$ cat config.mk
export PLATFORM = sky130hd
export DESIGN_NAME = bidirectional_gate_passage_counter
export DESIGN_NICKNAME = d
export VERILOG_FILES = /design/src/sv/bgpc_pkg.sv /design/src/sv/bidirectional_gate_passage_counter.sv /design/src/sv/bgpc_gate_state.sv
export SDC_FILE = /design/constraint.sdc
export NUM_CORES = 1
export LEC_CHECK = 0
export ABC_CLOCK_PERIOD_IN_PS = 4190
export BUFFER_PORTS_ARGS = -buffer_cell sky130_fd_sc_hd__buf_4
export CORE_UTILIZATION = 30
export CTS_CLUSTER_DIAMETER = 30
export DETAILED_ROUTE_END_ITERATION = 12
export MAX_ROUTING_LAYER = met4
export PLACE_DENSITY = 0.47
export SYNTH_ARGS = -nofsm -noshare
export SYNTH_HDL_FRONTEND = slang
export SYNTH_SLANG_ARGS = --single-unit
$ cat constraint.sdc
create_clock -name clk -period 4.19 [get_ports clk]
set_input_delay 0.2095 -clock clk [delete_from_list [all_inputs] [get_ports clk]]
set_output_delay 0.2095 -clock clk [all_outputs]
set_load 0.01 [all_outputs]
$ cat src/sv/bgpc_pkg.sv
`default_nettype none

package bgpc_pkg;

    // Widths fixed by the word format.
    localparam int unsigned GATE_W  = 4;
    localparam int unsigned TIME_W  = 32;
    localparam int unsigned COUNT_W = 16;

    // Width used when comparing a gate number against the active limit;
    // wide enough for any gate count the block supports.
    localparam int unsigned LIMIT_W = 6;

    // Per-sample outcome of the gate state update.
    typedef struct packed {
        logic              passage_in;
        logic              passage_out;
        logic [TIME_W-1:0] transit_us;
    } gate_res_t;

endpackage

`default_nettype wire

$ cat src/sv/bidirectional_gate_passage_counter.sv
`default_nettype none

// Bidirectional two-beam gate passage counter.
//
// The input channel (in_valid / in_stall) carries one word per sensor sample:
// the gate number, both beam bits and a microsecond timestamp. A word is taken
// at a rising edge where in_valid is high and in_stall is low. Every accepted
// word produces exactly one result word on the output channel (out_valid /
// out_stall) holding the passage flags, the transit time, both running totals
// and the ignored flag.
//
// The sample is captured in an input register, and the per-gate update then runs
// into the result register. Throughput is one word per cycle while out_stall is
// low, since the per-gate phase and start-time flops are written as each result
// is registered, so samples of the same gate may follow back to back.
//
// When the receiver stalls, the result word holds and the pipeline freezes; in_stall rises
// only when the input register is full and cannot move on. Reset clears all gates to idle,
// both totals to zero, and active_gates to 2. The user must write active_gates through
// cfg_we / cfg_data only while the block is idle; the block itself does not enforce it.
module bidirectional_gate_passage_counter #(
    parameter int unsigned GATES = 12
) (
    input  wire logic                          clk,
    input  wire logic                          rst_n,

    input  wire logic                          cfg_we,
    input  wire logic [3:0]                    cfg_data,

    input  wire logic                          in_valid,
    output logic                               in_stall,
    input  wire logic [bgpc_pkg::GATE_W-1:0]   gate,
    input  wire logic                          sensor_a,
    input  wire logic                          sensor_b,
    input  wire logic [bgpc_pkg::TIME_W-1:0]   timestamp_us,

    output logic                               out_valid,
    input  wire logic                          out_stall,
    output logic                               passage_in,
    output logic                               passage_out,
    output logic [bgpc_pkg::TIME_W-1:0]        transit_us,
    output logic [bgpc_pkg::COUNT_W-1:0]       in_total,
    output logic [bgpc_pkg::COUNT_W-1:0]       out_total,
    output logic                               ignored
);

    localparam int unsigned IDX_W = (GATES > 1) ? $clog2(GATES) : 1;
    localparam int unsigned LW    = bgpc_pkg::LIMIT_W;

    // Configuration register.
    logic [3:0]                        active_reg;

    // Input register.
    logic                              s1_valid_reg;
    logic [bgpc_pkg::GATE_W-1:0]       gate_reg;
    logic                              a_reg;
    logic                              b_reg;
    logic [bgpc_pkg::TIME_W-1:0]       ts_reg;

    // Running totals.
    logic [bgpc_pkg::COUNT_W-1:0]      in_count_reg;
    logic [bgpc_pkg::COUNT_W-1:0]      out_count_reg;
    logic [bgpc_pkg::COUNT_W-1:0]      in_count_next;
    logic [bgpc_pkg::COUNT_W-1:0]      out_count_next;

    // Result register.
    logic                              out_valid_reg;
    logic                              pin_reg;
    logic                              pout_reg;
    logic [bgpc_pkg::TIME_W-1:0]       transit_reg;
    logic [bgpc_pkg::COUNT_W-1:0]      in_total_reg;
    logic [bgpc_pkg::COUNT_W-1:0]      out_total_reg;
    logic                              ignored_reg;

    logic                              advance;
    logic                              fire;
    logic                              in_accept;
    logic [LW-1:0]                     limit;
    logic [LW-1:0]                     gate_wide;
    logic                              ign;
    logic [IDX_W-1:0]                  idx;
    bgpc_pkg::gate_res_t               gres;
    logic                              pin;
    logic                              pout;

    // The result stage moves whenever its register is empty or being taken.
    assign advance   = !out_valid_reg || !out_stall;
    assign fire      = s1_valid_reg && advance;
    assign in_stall  = s1_valid_reg && !advance;
    assign in_accept = in_valid && !in_stall;

    // Active limit, clipped to the number of gates that exist.
    assign limit     = (LW'(active_reg) > LW'(GATES)) ? LW'(GATES) : LW'(active_reg);
    assign gate_wide = LW'(gate_reg);
    assign ign       = !(gate_wide < limit);
    assign idx       = gate_wide[IDX_W-1:0];

    bgpc_gate_state #(
        .GATES (GATES)
    ) u_gate_state (
        .clk          (clk),
        .rst_n        (rst_n),
        .upd          (fire && !ign),
        .idx          (idx),
        .sensor_a     (a_reg),
        .sensor_b     (b_reg),
        .timestamp_us (ts_reg),
        .res          (gres)
    );

    assign pin  = gres.passage_in && !ign;
    assign pout = gres.passage_out && !ign;

    assign in_count_next  = in_count_reg + bgpc_pkg::COUNT_W'(pin);
    assign out_count_next = out_count_reg + bgpc_pkg::COUNT_W'(pout);

    always_ff @(posedge clk or negedge rst_n)
    begin
        if (!rst_n)
        begin
            active_reg    <= 4'd2;
            s1_valid_reg  <= 1'b0;
            out_valid_reg <= 1'b0;
            in_count_reg  <= '0;
            out_count_reg <= '0;
        end
        else
        begin
            if (cfg_we)
            begin
                active_reg <= cfg_data;
            end
            if (in_accept)
            begin
                s1_valid_reg <= 1'b1;
            end
            else if (advance)
            begin
                s1_valid_reg <= 1'b0;
            end
            if (advance)
            begin
                out_valid_reg <= s1_valid_reg;
            end
            if (fire)
            begin
                in_count_reg  <= in_count_next;
                out_count_reg <= out_count_next;
            end
        end
    end

    // Payload registers carry no reset.
    always_ff @(posedge clk)
    begin
        if (in_accept)
        begin
            gate_reg <= gate;
            a_reg    <= sensor_a;
            b_reg    <= sensor_b;
            ts_reg   <= timestamp_us;
        end
        if (fire)
        begin
            pin_reg       <= pin;
            pout_reg      <= pout;
            transit_reg   <= ign ? '0 : gres.transit_us;
            in_total_reg  <= in_count_next;
            out_total_reg <= out_count_next;
            ignored_reg   <= ign;
        end
    end

    assign out_valid   = out_valid_reg;
    assign passage_in  = pin_reg;
    assign passage_out = pout_reg;
    assign transit_us  = transit_reg;
    assign in_total    = in_total_reg;
    assign out_total   = out_total_reg;
    assign ignored     = ignored_reg;

    // A sample can never complete passages in both directions.
    assert property (@(posedge clk) disable iff (!rst_n)
        out_valid |-> !(passage_in && passage_out))
        else $error("both passage flags set");

    // An ignored gate never reports a passage or a transit time.
    assert property (@(posedge clk) disable iff (!rst_n)
        (out_valid && ignored) |-> (!passage_in && !passage_out && transit_us == '0))
        else $error("ignored sample reported a passage");

    // The inward total moves only with a reported inward passage.
    assert property (@(posedge clk) disable iff (!rst_n)
        fire |=> (in_count_reg == $past(in_count_reg) + bgpc_pkg::COUNT_W'(passage_in)))
        else $error("inward total out of step with passage flag");

    // Without a passage, no transit time is shown.
    assert property (@(posedge clk) disable iff (!rst_n)
        (out_valid && !passage_in && !passage_out) |-> (transit_us == '0))
        else $error("transit time without passage");

endmodule

`default_nettype wire

$ cat src/sv/bgpc_gate_state.sv
`default_nettype none

module bgpc_gate_state #(
    parameter int unsigned GATES = 12
) (
    input  wire logic                                       clk,
    input  wire logic                                       rst_n,
    input  wire logic                                       upd,
    input  wire logic [((GATES > 1) ? $clog2(GATES) : 1)-1:0] idx,
    input  wire logic                                       sensor_a,
    input  wire logic                                       sensor_b,
    input  wire logic [bgpc_pkg::TIME_W-1:0]                timestamp_us,
    output bgpc_pkg::gate_res_t                             res
);

    localparam logic [1:0] PH_IDLE = 2'd0;
    localparam logic [1:0] PH_IN   = 2'd1;
    localparam logic [1:0] PH_OUT  = 2'd2;
    localparam logic [1:0] PH_HOLD = 2'd3;

    logic [1:0]                      phase_reg [GATES];
    logic [bgpc_pkg::TIME_W-1:0]     start_reg [GATES];

    logic [1:0]                      cur_phase;
    logic [bgpc_pkg::TIME_W-1:0]     cur_start;
    logic [1:0]                      phase_next;
    logic                            start_we;

    assign cur_phase = phase_reg[idx];
    assign cur_start = start_reg[idx];

    always_comb
    begin
        phase_next = cur_phase;
        start_we   = 1'b0;
        res        = '0;
        unique case (cur_phase)
            PH_IDLE:
            begin
                if (sensor_a && !sensor_b)
                begin
                    phase_next = PH_IN;
                    start_we   = 1'b1;
                end
                else if (sensor_b && !sensor_a)
                begin
                    phase_next = PH_OUT;
                    start_we   = 1'b1;
                end
            end
            PH_IN, PH_OUT:
            begin
                if (sensor_a && sensor_b)
                begin
                    // Both beams cut: the passage is complete in the armed direction.
                    res.transit_us  = timestamp_us - cur_start;
                    res.passage_in  = (cur_phase == PH_IN);
                    res.passage_out = (cur_phase == PH_OUT);
                    phase_next      = PH_HOLD;
                end
                else if (!sensor_a && !sensor_b)
                begin
                    phase_next = PH_IDLE;
                end
            end
            PH_HOLD:
            begin
                if (!sensor_a && !sensor_b)
                begin
                    phase_next = PH_IDLE;
                end
            end
            default:
            begin
                phase_next = PH_IDLE;
            end
        endcase
    end

    always_ff @(posedge clk or negedge rst_n)
    begin
        if (!rst_n)
        begin
            for (int i = 0; i < GATES; i++)
            begin
                phase_reg[i] <= PH_IDLE;
            end
        end
        else if (upd)
        begin
            phase_reg[idx] <= phase_next;
        end
    end

    // Start times need no reset: they are only read after being written.
    always_ff @(posedge clk)
    begin
        if (upd && start_we)
        begin
            start_reg[idx] <= timestamp_us;
        end
    end

endmodule

`default_nettype wire

==> impl_metrics.py, run 1 <==
metrics = {
    "synth": {
        "synth_cells": 1367,
        "synth_ff_type": "edfxtp_1",
        "synthTopCellsByArea": "edfxtp_1, mux4_2, dfrtp_1",
        "seq_area_frac_synth_pct": 70.2,
        "synth_seq_cells": 555,
        "synth_commonest_cells": "edfxtp_1, mux4_2, nor2_1",
        "syn-num-nets": 1464,
        "syn_area_mm2": 0.0232,
        "async_flop_share_pct": 11.2,
        "synth-edff-count": 489,
        "yosysWarnings": 0,
        "avgSynthCellArea_um2": 17.0,
        "yosys.area.top_type": "edfxtp_1",
        "synth.most_common_cell": "edfxtp_1",
        "yosys.area.top_type_share_pct": 63.2,
        "synthDistinctLibCells": 69,
    },
    "run": {
        "maxCapViolations": 0,
    },
    "min_path": {
        "hold_class": "input pin to asynchronous set/reset pin",
    },
    "placed_design": {
        "gp_congestion": 0.865,
        "dp_hpwl_mm": 35.5,
        "io_buffer_count": 115,
    },
    "worst_setup_path": {
        "critPathRequiredTime_ns": 4.62,
        "crit_slowest_cell": "mux4_2",
        "arrival_ns": 4.37,
        "worstSetupPathType": "flip-flop to flip-flop",
        "crit_path_start_kind": "flip-flop",
        "path_cells": "buf_4, mux4_2, mux2i_1, o21ai_0, ha_1, fa_1, nor2b_1, o2111ai_1, a21oi_2, o31ai_1, buf_4, o21ai_0, a31oi_1, mux2i_1",
        "end_kind": "flip-flop",
        "crit_path_max_fanout": 6,
        "cpPeakStageDelay_ns": 0.53,
    },
    "sta": {
        "finClkSkew_ns": 0.0351,
        "worstMarginPinSlew_ns": 0.911,
        "slew_violations": 0,
        "setup_viol": 0,
        "timing.final.crit_share_pct": 94.0,
        "relSlewSlack_pct": 39.3,
        "fin_crit_ns": 3.94,
        "finalHoldViolations": 0,
        "max_freq_ghz": 0.254,
    },
    "layout": {
        "layout-drive-gt1-share_pct": 31.0,
        "n_antenna_cell": 0,
        "nNetsFinal": 1762,
        "largest_reg_flops": 384,
        "area_growth_pct": 32.2,
        "utilization_pct": 40.3,
    },
    "floorplan": {
        "die_h_um": 280,
        "io_pins": 116,
        "fp.dieW_um": 280,
        "die_area_mm2": 0.0786,
        "initial_core_util_pct": 30.5,
        "rows": 101,
        "core_mm2": 0.0763,
    },
    "routing": {
        "via_per_inst": 4.73,
        "ant_nets": 0,
        "drc": 0,
        "first_iter_violations": 974,
        "vias": 13300,
        "wl_per_cell_um": 20.9,
        "dr.pass1.iters": 4,
        "drt-total-wl_mm": 58.4,
    },
    "pwr": {
        "p_comb_share_pct": 9.3,
        "p_per_area_mw_per_mm2": 581,
        "switching_share_pct": 23.9,
        "peakVddDrop_mv": 0.366,
        "clkPwrFrac_pct": 54.7,
        "switching_power_mw": 4.26,
        "seqPwrFrac_pct": 36.0,
        "power_mw": 17.8,
        "power.leakage_nw": 11.3,
        "intPower_mw": 13.6,
    },
    "global_route": {
        "grt_overflow": 0,
        "grt.total_usage_pct": 15.6,
        "antenna_found_initial": 0,
        "grt_max_degree": 65,
        "grt_pass1_vias": 13700,
        "grt_pass1_wl_mm": 87.2,
    },
    "clocking": {
        "cts_buffers": 131,
        "path_clk_slew_ns": 0.05,
        "cts.sinks": 555,
        "cts_buffer_depth": 3,
        "cts_root_buffer": "clkbuf_16",
        "h-tree-depth": 4,
        "cts_tree": "built",
        "clock_latency_ns": 0.69,
    },
    "status": {
        "outcome": "finished, final reports clean",
    },
}
stage by stage:
step	instance area (um2)	setup WS, ns	cells	hold WS [ns]	setup TNS, ns
after floorplan	23200	0.261	1367	-0.0861	0
after global placement	25800	0.204	2508	0.354	0
after detailed placement	25800	0.116	2508	0.360	0
after CTS	30700	0.103	2794	0.160	0
after global routing	30700	-0.0374	2801	0.212	-0.0374
final	30700	0.249	2801	0.152	0
layer usage:
| layer | wire, um | global-route usage, % |
|---|---|---|
| met1 | 26400 | 20.3 |
| met3 | 2280 | 3.14 |
| met4 | 1280 | 5.67 |
| met5 | 0 | - |
| met2 | 28400 | 24.1 |
repair_timing:
action	4_1_cts	5_1_grt
hold buffers	47	0
buffers inserted	0	7
endpoints found under the setup margin	0	12
resized for setup	0	4
hold endpoints to repair	109	0
power groups by stage:
| stage | Sequential, mW | Clock (mW) | Combinational [mW] |
|---|---|---|---|
| after floorplan | 6.44 | 0 | 1.09 |
| after global placement | 6.51 | 0 | 1.61 |
| after detailed placement | 6.51 | 0 | 1.62 |
| after CTS | 6.42 | 9.97 | 1.66 |
| after global routing | 6.44 | 10.2 | 1.82 |
| final | 6.42 | 9.76 | 1.67 |
worst max-delay path: cells and delay by family (launching register included):
kind	cells	cell delay, ns
adders and majority gates	2	0.65
buffers and inverters	2	0.37
muxes	3	0.83
and+or+nand+nor	1	0.22
AOI/OAI and AO/OA	6	1.21
DFF	1	0.39
cell usage in the layout (no fill, tap or decap), types with 13 or more instances in the layout:
cell / Yosys / layout
a21oi_1: 66 / 65
buf_4: 0 / 163
clkbuf_1: 36 / 21
clkbuf_16: 0 / 135
clkinv_1: 1 / 13
clkinv_2: 0 / 27
dfrtp_1: 61 / 61
dlygate4sd3_1: 0 / 47
edfxtp_1: 489 / 489
ha_1: 49 / 49
inv_1: 18 / 17
mux2_2: 29 / 29
mux2i_1: 35 / 35
mux4_2: 96 / 96
nand2_1: 89 / 89
nand3_1: 22 / 22
nor2_1: 94 / 82
nor2_4: 4 / 16
o21ai_0: 22 / 22
xnor2_1: 46 / 46
xor2_1: 29 / 29
area by class of cell:
cell class / instances / area (um2)
clock buffer: 160 / 3510
clock inverter: 79 / 845
fill: 7037 / 45600
inverter: 20 / 77.6
multi-input combinational: 734 / 6710
sequential: 555 / 16300
tap: 1030 / 1290
timing repair buffer: 223 / 1960
worst paths after layout:
path                                  start                          to  slack, ns  cells after the start
setup / recovery                  flip-flop              transit_us[30]       0.25                     14
hold / removal                        rst_n           out_count_reg[15]       0.15                      2
setup reg to reg                  flip-flop              transit_us[30]       0.25                     14
hold reg to reg             in_count_reg[0]             in_count_reg[0]       0.49                      2
max in group asynchronous             rst_n  u_gate_state.phase_reg[18]       3.47                      2
min in group clk           timestamp_us[18]                  ts_reg[18]       0.24                      2
cell families after synthesis:
family | count (synthesis) | synth area share (%)
buffers and inverters | 78 | 1.38
muxes | 166 | 12.9
DFF | 555 | 70.2
AOI/OAI and AO/OA | 152 | 4.11
adders and majority gates | 50 | 2.72
xor gates and xnor gates | 75 | 2.83
and+or+nand+nor | 291 | 5.89
(Power assumes the default switching activity.)
==> run 2: changes to the inputs <==
==> constraint.sdc (replaced) <==
create_clock -name clk -period 4.19 [get_ports clk]
set_input_delay 0.419 -clock clk [delete_from_list [all_inputs] [get_ports clk]]
set_output_delay 0.419 -clock clk [all_outputs]
set_load 0.01 [all_outputs]
==> run 2 against run 1 <==
Via count fell by 0.27%. Largest power group unchanged. Non-clock buffer count fell by 7. Combinational power barely moved. Hold slack improved by 0.20 ns. Critical path depth fell by 1. Die area did not move. Critical endpoint is now transit_us[29]. Core utilization rose by 0.18 points.
==> impl_metrics.py, run 2 (same netlist as run 1, synthesis figures left out) <==
metrics = {
    "status": {
        "outcome": "finished, final reports clean",
    },
    "global_route": {
        "grt_pass1_wl_mm": 86.5,
        "antenna_found_initial": 0,
        "gr-usage-met3_pct": 3.15,
        "busiest_layer": "met2",
        "grt_pass1_vias": 13900,
        "globalRouteMet2Util_pct": 23.6,
        "grt.total_usage_pct": 15.4,
        "grt_overflow": 0,
        "grt_use_met1_pct": 20.2,
        "grt_max_degree": 63,
    },
    "sta": {
        "finClkSkew_ns": 0.0548,
        "relSlewSlack_pct": 44.9,
        "fin_crit_ns": 3.98,
        "slew_violations": 0,
        "timing.final.crit_share_pct": 95.1,
        "setup_viol": 0,
        "finalHoldViolations": 0,
        "whs_ns": 0.350,
        "setup_tns_ns": 0,
        "setup_ws_ns": 0.207,
        "worstMarginPinSlew_ns": 0.827,
        "max_freq_ghz": 0.251,
    },
    "routing": {
        "wl_per_cell_um": 20.8,
        "dr.pass1.iters": 5,
        "via_per_inst": 4.72,
        "drt-total-wl_mm": 58.4,
        "ant_nets": 0,
        "vias": 13200,
        "drc": 0,
        "first_iter_violations": 775,
    },
    "worst_setup_path": {
        "worstSetupPathType": "flip-flop to flip-flop",
        "crit_path_start_kind": "flip-flop",
        "reg2regPathDepth": 13,
        "critPathTopFamily": "compound AO/OA/AOI/OAI gates",
        "path_buf_inv": 1,
        "r2r-end": "transit_us[29]",
        "end_kind": "flip-flop",
        "path_cells": "buf_4, mux4_2, mux2i_1, nor2_1, a21oi_1, ha_1, or3_1, a21oi_1, a311oi_1, o21ai_0, a31oi_1, nor3_1, nor3_1",
        "crit_slowest_cell": "mux4_2",
        "cpPeakStageDelay_ns": 0.51,
        "crit_path_max_fanout": 8,
        "regToRegSetupSlack_ns": 0.21,
        "critPathRequiredTime_ns": 4.59,
        "arrival_ns": 4.38,
    },
    "layout": {
        "largest_reg_flops": 384,
        "fin_cells": 2800,
        "area_growth_pct": 32.7,
        "layout_common_cells": "edfxtp_1, buf_4, clkbuf_16, mux4_2, nand2_1",
        "final_common_cell": "edfxtp_1",
        "utilization_pct": 40.4,
        "nNetsFinal": 1759,
        "multi_input_area_mm2": 0.00671,
        "layout-drive-gt1-share_pct": 30.5,
        "fillers": 7022,
        "final-seq-area_mm2": 0.0163,
        "n_antenna_cell": 0,
    },
    "floorplan": {
        "core_mm2": 0.0763,
        "die_h_um": 280,
        "io_pins": 116,
        "initial_core_util_pct": 30.5,
        "rows": 101,
        "die_area_mm2": 0.0786,
        "fp.dieW_um": 280,
    },
    "clocking": {
        "path_clk_slew_ns": 0.04,
        "cts.sinks": 555,
        "cts_buffers": 135,
        "clock_latency_ns": 0.71,
        "cts_tree": "built",
        "h-tree-depth": 4,
        "cts_root_buffer": "clkbuf_16",
        "cts_buffer_depth": 3,
    },
    "placed_design": {
        "placedCellCount": 2502,
        "dp_slack_ns": 0.0983,
        "io_buffer_count": 115,
        "dp_hpwl_mm": 35.0,
        "gp_congestion": 0.862,
    },
    "run": {
        "maxCapViolations": 0,
    },
    "pwr": {
        "p_per_area_mw_per_mm2": 586,
        "power.leakage_nw": 11.3,
        "peakVddDrop_mv": 0.338,
    },
    "min_path": {
        "hold_class": "input pin to asynchronous set/reset pin",
    },
}
## run 2: cell types whose count changed in the layout (fill, tap and decap cells not counted), moves of 2 or more
| cell | previous run | this run |
|---|---|---|
| buf_4 | 163 | 150 |
| clkinv_1 | 13 | 19 |
| clkinv_16 | 3 | 9 |
| clkinvlp_4 | 11 | 7 |
| buf_12 | 12 | 14 |
| buf_6 | 0 | 2 |
## run 2: worst max-delay path by stage
stage | end | startpoint | slack (ns) | depth (start not counted)
CTS | transit_us[29] | flip-flop | 0.07 | 13
floorplan | u_gate_state.start_reg[6][0] | active_reg[1] | 0.26 | 9
global route | transit_us[27] | flip-flop | -0.004 | 13
global placement | transit_us[29] | flip-flop | 0.10 | 13
detailed placement | transit_us[29] | flip-flop | 0.1 | 13
finish | transit_us[29] | flip-flop | 0.21 | 13
## run 2: cell type report
type                       instances  share of cell area, %
sequential                       555                   52.9
multi-input combinational        734                   21.7
clock buffer                     161                   11.4
timing repair buffer             216                   6.36
tap                             1030                   4.18
clock inverter                    84                   3.19
inverter                          20                  0.251
## run 2: timing repair
item,CTS,global route
endpoints found under the setup margin,0,16
gates resized for setup,0,6
hold buffers,48,0
setup buffers,0,4
hold endpoints to repair,108,0
## run 2: routing by layer
| metal | part of all wire, % | wire length (um) |
|---|---|---|
| met1 | 46 | 26900 |
| met2 | 48 | 27800 |
| met3 | 3.9 | 2280 |
| met4 | 2.4 | 1420 |
| met5 | 0 | 0 |
## run 2: through the flow
stage | power, mW | area (um2)
2_1_floorplan | 7.53 | 23200
3_3_place_gp | 8.12 | 25800
3_5_place_dp | 8.13 | 25800
4_1_cts | 18.3 | 30800
5_1_grt | 18.7 | 30900
6_report | 18.1 | 30900
## run 2: power by group
group          internal, mW  switching, mW  total (mW)
Sequential             6.24          0.173        6.42
Combinational         0.746          0.920        1.67
Clock                  6.65           3.34        9.99
